## src/rtl/core/tcw_pkg.sv

```systemverilog
// ----------------------------------------------------------------------------
// tcw_pkg
// Shared constants, codes and controller/datapath interface types for the
// text console writer.
// ----------------------------------------------------------------------------
package tcw_pkg;

  // Screen geometry
  localparam int COLUMNS   = 80;
  localparam int ROWS      = 25;
  localparam int CELLS     = COLUMNS * ROWS;
  localparam int COPY_N    = (ROWS - 1) * COLUMNS;
  localparam int CELL_W    = $clog2(CELLS);
  localparam int COL_W     = (COLUMNS > 1) ? $clog2(COLUMNS) : 1;
  localparam int ROW_W     = $clog2(ROWS);
  localparam int CELLV_W   = 16;

  // Port field widths
  localparam int CHAR_W    = 8;
  localparam int INDEX_W   = 11;
  localparam int POS_W     = 11;
  localparam int COUNT_W   = 32;
  localparam int ATTR_W    = 8;
  localparam int IN_DATA_W  = 24;  // char_code + cell_index, padded to bytes
  localparam int OUT_DATA_W = 72;  // result fields, exact byte multiple

  // Character codes
  localparam logic [CHAR_W-1:0] CH_CR    = 8'd13;
  localparam logic [CHAR_W-1:0] CH_LF    = 8'd10;
  localparam logic [CHAR_W-1:0] CH_SPACE = 8'h20;

  localparam logic [ATTR_W-1:0] ATTR_RESET = 8'h07;

  // Command codes
  localparam logic CMD_PUT  = 1'b0;
  localparam logic CMD_READ = 1'b1;

  // Controller to datapath commands
  typedef struct packed {
    logic clr_step;    // write zero at sweep pointer, advance
    logic accept;      // latch input beat, launch cell read
    logic exec;        // apply item, load result register
    logic prime;       // launch first scroll read
    logic scroll_step; // move one cell up or write blank, advance
  } tcw_cmd_t;

  // Datapath to controller status
  typedef struct packed {
    logic out_free;    // result register can take a new result
    logic need_scroll; // latched item pushes cursor past last cell
    logic sweep_last;  // sweep pointer at last cell
  } tcw_stat_t;

endpackage

```

## src/rtl/core/tcw_ctrl.sv

```systemverilog
// ----------------------------------------------------------------------------
// tcw_ctrl
// Sequencer for the console: clearing pass, item accept/execute and the
// scroll sweep.
// ----------------------------------------------------------------------------
module tcw_ctrl
  import tcw_pkg::*;
(
  input  logic      clk,
  input  logic      rst_n,
  input  logic      in_tvalid,
  output logic      in_tready,
  input  tcw_stat_t stat,
  output tcw_cmd_t  cmd
);

  typedef enum logic [4:0] {
    ST_CLEAR  = 5'b00001,
    ST_IDLE   = 5'b00010,
    ST_EXEC   = 5'b00100,
    ST_PRIME  = 5'b01000,
    ST_SCROLL = 5'b10000
  } state_t;

  state_t state_r, state_nxt;

  always_comb begin
    state_nxt = state_r;
    cmd       = '0;
    in_tready = 1'b0;
    case (state_r)
      ST_CLEAR: begin
        cmd.clr_step = 1'b1;
        if (stat.sweep_last) begin
          state_nxt = ST_IDLE;
        end
      end
      ST_IDLE: begin
        in_tready = 1'b1;
        if (in_tvalid) begin
          cmd.accept = 1'b1;
          state_nxt  = ST_EXEC;
        end
      end
      ST_EXEC: begin
        // hold until the result register has room
        if (stat.out_free) begin
          cmd.exec  = 1'b1;
          state_nxt = stat.need_scroll ? ST_PRIME : ST_IDLE;
        end
      end
      ST_PRIME: begin
        cmd.prime = 1'b1;
        state_nxt = ST_SCROLL;
      end
      ST_SCROLL: begin
        cmd.scroll_step = 1'b1;
        if (stat.sweep_last) begin
          state_nxt = ST_IDLE;
        end
      end
      default: begin
        state_nxt = ST_CLEAR;
      end
    endcase
  end

  always_ff @(posedge clk) begin
    if (!rst_n) begin
      state_r <= ST_CLEAR;
    end else begin
      state_r <= state_nxt;
    end
  end

endmodule

```

## config.mk

```make
export PLATFORM = sky130hd
export DESIGN_NAME = tcw_ctrl
export DESIGN_NICKNAME = d
export VERILOG_FILES = /design/src/rtl/core/tcw_pkg.sv /design/src/rtl/core/tcw_ctrl.sv
export SDC_FILE = /design/constraint.sdc
export NUM_CORES = 1
export LEC_CHECK = 0
export BUFFER_PORTS_ARGS = -buffer_cell sky130_fd_sc_hd__buf_2
export CAP_MARGIN = 20
export CORE_AREA = 2 2 39 41
export DETAILED_ROUTE_END_ITERATION = 7
export DIE_AREA = 0 0 41 43
export GPL_ROUTABILITY_DRIVEN = 0
export SYNTH_ARGS = -nofsm -noshare
export SYNTH_HDL_FRONTEND = slang
export SYNTH_SLANG_ARGS = --single-unit
```

## constraint.sdc

```tcl
create_clock -name clk -period 1.7 [get_ports clk]
set_input_delay 0.085 -clock clk [delete_from_list [all_inputs] [get_ports clk]]
set_output_delay 0.085 -clock clk [all_outputs]
set_load 0.1 [all_outputs]
```

# ---- Word level (Yosys, flattened, before mapping)
# Cells that the tools add are included.
dict set report word_totals {
  reg_bits 5
  in_bits 6
  out_inout_bits 6
  word_cells 24
}
dict set report op_classes {
  n_eq_ne 8
  n_mux 13
  reduce_logical 2
}
# op count
set op_table {}
lappend op_table {{5-bit one-hot mux with 4 select lines} 1}
lappend op_table {{5-bit two-way mux} 3}
lappend op_table {{1-bit two-way mux} 8}
lappend op_table {{5-bit by 1-bit equality test with 1-bit output (second input constant)} 1}
lappend op_table {{5-bit by 2-bit equality test with 1-bit output (second input constant)} 1}
lappend op_table {{5-bit by 3-bit equality test with 1-bit output (second input constant)} 1}
lappend op_table {{5-bit by 4-bit equality test with 1-bit output (second input constant)} 1}
lappend op_table {{5-bit equality test (second input constant)} 1}
lappend op_table {{4-bit two-way mux} 1}
lappend op_table {{2-bit inequality test (second input constant)} 2}
lappend op_table {{3-bit AND reduction} 1}
lappend op_table {{2-bit by 1-bit inequality test with 1-bit output (second input constant)} 1}
lappend op_table {{2-bit OR reduction} 1}

# ---- Depth between registers and ports, before layout
dict set report depth {
  ltp_word 4
  mapped_depth 5
  depth_no_buf 4
}

# ---- Worst setup path before layout
# Ideal clock, no wire load.
dict set report synth_timing {
  kind {reg-to-reg}
  start {register state_r[4]}
  end {register state_r[4]}
  setup_ns 0.068
  arrival_ns 3.381
  required_time_ns 1.632
  setup_slack_ns -1.749
  path_stages_with_launch 5
  period_less_slack_ns 3.449
  cell_sequence {dfxtp_1 clkbuf_8 or3_4 nor3b_1 o21a_1}
}
dict set report synth_via {
  elab_chain_len 4
  elab_cells_between_ends 11
}
# item line_no
set synth_lines {}
lappend synth_lines {{from (decl)} tcw_ctrl.sv:25} ;# state_t state_r, state_nxt;
lappend synth_lines {{from (signal assigned)} tcw_ctrl.sv:72} ;# state_r <= state_nxt;
lappend synth_lines {{5-bit equality test or 5-bit by 1-bit equality test with 1-bit output (tied branches)} tcw_ctrl.sv:31} ;# case (state_r)
lappend synth_lines {{2-bit OR reduction (no source line)} n/a}
lappend synth_lines {{2-bit by 1-bit inequality test with 1-bit output (no source line)} n/a}
lappend synth_lines {{3-bit AND reduction (no source line)} n/a}
# Several ways; a longest one is shown, not always the timed one.
# A chain may end at the register's enable or synchronous reset.

==> out/metrics.yaml <==
status:
  outcome: "completed"
pwr:
  powerDensity_mw_per_mm2: 1205
  p_leak_nw: 0.2237
  switching_power_uw: 296.7
  p_sw_share_pct: 44.21
  intPower_uw: 374.4
  seq_power_share_pct: 26.9
  ir_drop_mv: 0.4046
  clock_power_share_pct: 21.0
  combPwrFrac_pct: 52.1
  p_total_uw: 671.1
cts:
  path_clk_slew_ps: 40
  clk_path_buf_depth: 2
  insertion_delay_ps: 250
  tritoncts: "yes"
  cts_max_level: 1
  cts.sinks: 5
  numCtsBuffers: 3
  post-cts-setup-buffer-count: 0
  cts_root_buf: "clkbuf_4"
global_routing:
  grt_overflow_total: 0
  grt_pass1_wl_mm: 1.386
  grt_pass1_vias: 343
  antenna_found_initial: 0
  grt_usage_pct: 11.95
  grt_max_degree: 13
timing:
  max_freq_mhz: 622.3
  post-route-min-period_ps: 1607
  rsz0062_at_grt: "no"
  maxSlewViolCount: 0
  skew_ps: 3.687
  hold_viol: 0
  period_share_pct: 94.53
  relSlewSlack_pct: 67.99
  worstMarginPinSlew_ps: 483.5
  setup_slack_ps: 93.03
  holdWs_ps: 70.90
  finalSetupViolations: 0
floorplanning:
  die_area_mm2: 0.001763
  dieHeight_um: 43
  fp-row-count: 14
  die_w_um: 41
  initial_core_util_pct: 27.94
  ios: 12
  coreArea_mm2: 0.001384
final_layout:
  diodes: 0
  final_common_cell: "buf_2"
  layoutNonFillerInstCount: 73
  layout-drive-gt1-share_pct: 47.37
  regMostFlops: "state_r"
  nets: 64
  largestRegisters: "state_r: 5 flops"
  largest_reg_flops: 5
  mostFrequentLayoutCells: "6 x buf_2, 5 x o21ai_0, 5 x buf_12, 4 x nor2_1, 4 x dfxtp_2"
  area_growth_pct: 44.01
logic_synthesis:
  yosysSeqAreaShare_pct: 25.89
  syn-num-nets: 52
  ys_warn_count: 0
  syn_inst: 46
  synth-seq-cells: 5
  avgSynthCellArea_um2: 8.405
  netlist_area_um2: 386.6
  synth_cell_types: 27
worst_setup_path:
  reg2reg_to: "state_r[1]"
  cp.arrival_ps: 1520
  rrSetupSlack_ps: 240
  cp_max_fo: 12
  crit_path_end: "cmd[1]"
  end_kind: "output pin"
  worstSetupPathType: "reg2out"
  worstPathRequired_ps: 1620
  setup.worst_path.start: "state_r[2]"
  cp-start-kind: "flop"
  r2r_cells: 4
  rr_startpoint: "state_r[2]"
flow_run:
  drv_cap: 0
place:
  dp_cells: 69
  pre_cts_ws_ps: 209.9
  dp_hpwl_um: 596.9
  port_buffers: 11
routing:
  drt_iter0_drc: 4
  drc_errors: 0
  wl_per_cell_um: 11.16
  firstDrtPassIters: 4
  via_per_inst: 5.027
  ant_nets: 0
  vias: 367
  wl_um: 815
min_path:
  min_path_type: "in2reg"
==> repair_timing <==
item | CTS | global route
resized for setup | 1 | 3
hold endpoints to repair | 0 | 0
pin swaps | 0 | 0
hold buffers | 0 | 0
endpoints found under the setup margin | 1 | 3
==> power by group through the flow <==
stage	Combinational (mW)	Sequential [mW]	Clock (mW)
final	0.350	0.181	0.141
after global routing	0.372	0.186	0.151
after CTS	0.352	0.178	0.145
after detailed placement	0.350	0.180	0
after global placement	0.346	0.179	0
after floorplan	0.312	0.143	0
==> worst min path at each step <==
stage / startpoint / endpoint / slack, ps / depth (start not counted)
CTS: stat[1] / state_r[3] / 70 / 2
global placement: stat[1] / state_r[3] / 340 / 2
finish: stat[1] / state_r[3] / 70 / 2
floorplan: rst_n / state_r[0] / 170 / 1
detailed placement: stat[1] / state_r[3] / 330 / 2
global route: stat[1] / state_r[3] / 80 / 2
==> worst max-delay path: stages, from the launching register on <==
cell	delay (ps)
dfxtp_1	400
or3_4	410
nor3b_4	260
buf_12	210
==> layer usage <==
metal | share of wire, % | track usage, % | up-vias | routed length, um
li1 | - | - | 187 | -
met1 | 45 | 15.11 | 163 | 363
met2 | 48 | 15.00 | 15 | 391
met3 | 5.5 | 6.283 | 2 | 45
met4 | 1.7 | 8.000 | 0 | 14
met5 | 0 | 0 | - | 0
==> cells in the mapped netlist <==
| library cell | number | area (um^2) |
|---|---|---|
| a21oi_1 | 1 | 5.000 |
| a2bb2oi_1 | 1 | 8.760 |
| and2_1 | 1 | 6.260 |
| and2b_2 | 1 | 8.760 |
| and3_1 | 3 | 18.77 |
| buf_6 | 2 | 22.52 |
| clkbuf_2 | 1 | 5.000 |
| clkbuf_8 | 1 | 13.76 |
| dfxtp_1 | 5 | 100.1 |
| inv_1 | 1 | 3.750 |
| mux2i_1 | 2 | 20.02 |
| nand2_1 | 2 | 7.510 |
| nand2b_1 | 1 | 6.260 |
| nand3_1 | 1 | 5.000 |
| nor2_1 | 4 | 15.01 |
| nor3b_1 | 3 | 22.52 |
| nor4_1 | 1 | 6.260 |
| o2111ai_1 | 1 | 8.760 |
| o211ai_1 | 1 | 7.510 |
| o21a_1 | 2 | 15.01 |
| o21ai_0 | 5 | 25.02 |
| o21ai_2 | 1 | 8.760 |
| o22ai_1 | 1 | 6.260 |
| or3_4 | 1 | 11.26 |
| or4_4 | 1 | 11.26 |
| xnor2_1 | 1 | 8.760 |
| xor2_1 | 1 | 8.760 |
==> through the flow <==
step	util (%)	instance area, um^2	setup TNS [ps]
after global routing	40.24	556.8	0
after global placement	37.97	525.5	0
after floorplan	-	416.7	-425.8
after detailed placement	37.97	525.5	0
final	40.24	556.8	0
after CTS	39.96	553.0	0
==> final cells by class <==
cell class / instances / area, um^2
multi-input cells: 36 / 267.8
fillers: 132 / 827.0
clock buffers: 4 / 26.28
repair buffers: 11 / 130.1
well taps: 16 / 20.02
inverters: 1 / 7.507
flip-flops and latches: 5 / 105.1
==> kinds of logic after synthesis <==
kind of cell	count (synthesis)	share of synthesized area [%]
AO/OA/AOI/OAI	13	22.01
XOR/XNOR	2	4.532
buffers and inverters	5	11.65
multiplexers	2	5.178
flip-flops	5	25.89
AND/OR/NAND/NOR	19	30.75
Note: power is estimated with default switching activity, not from simulation.
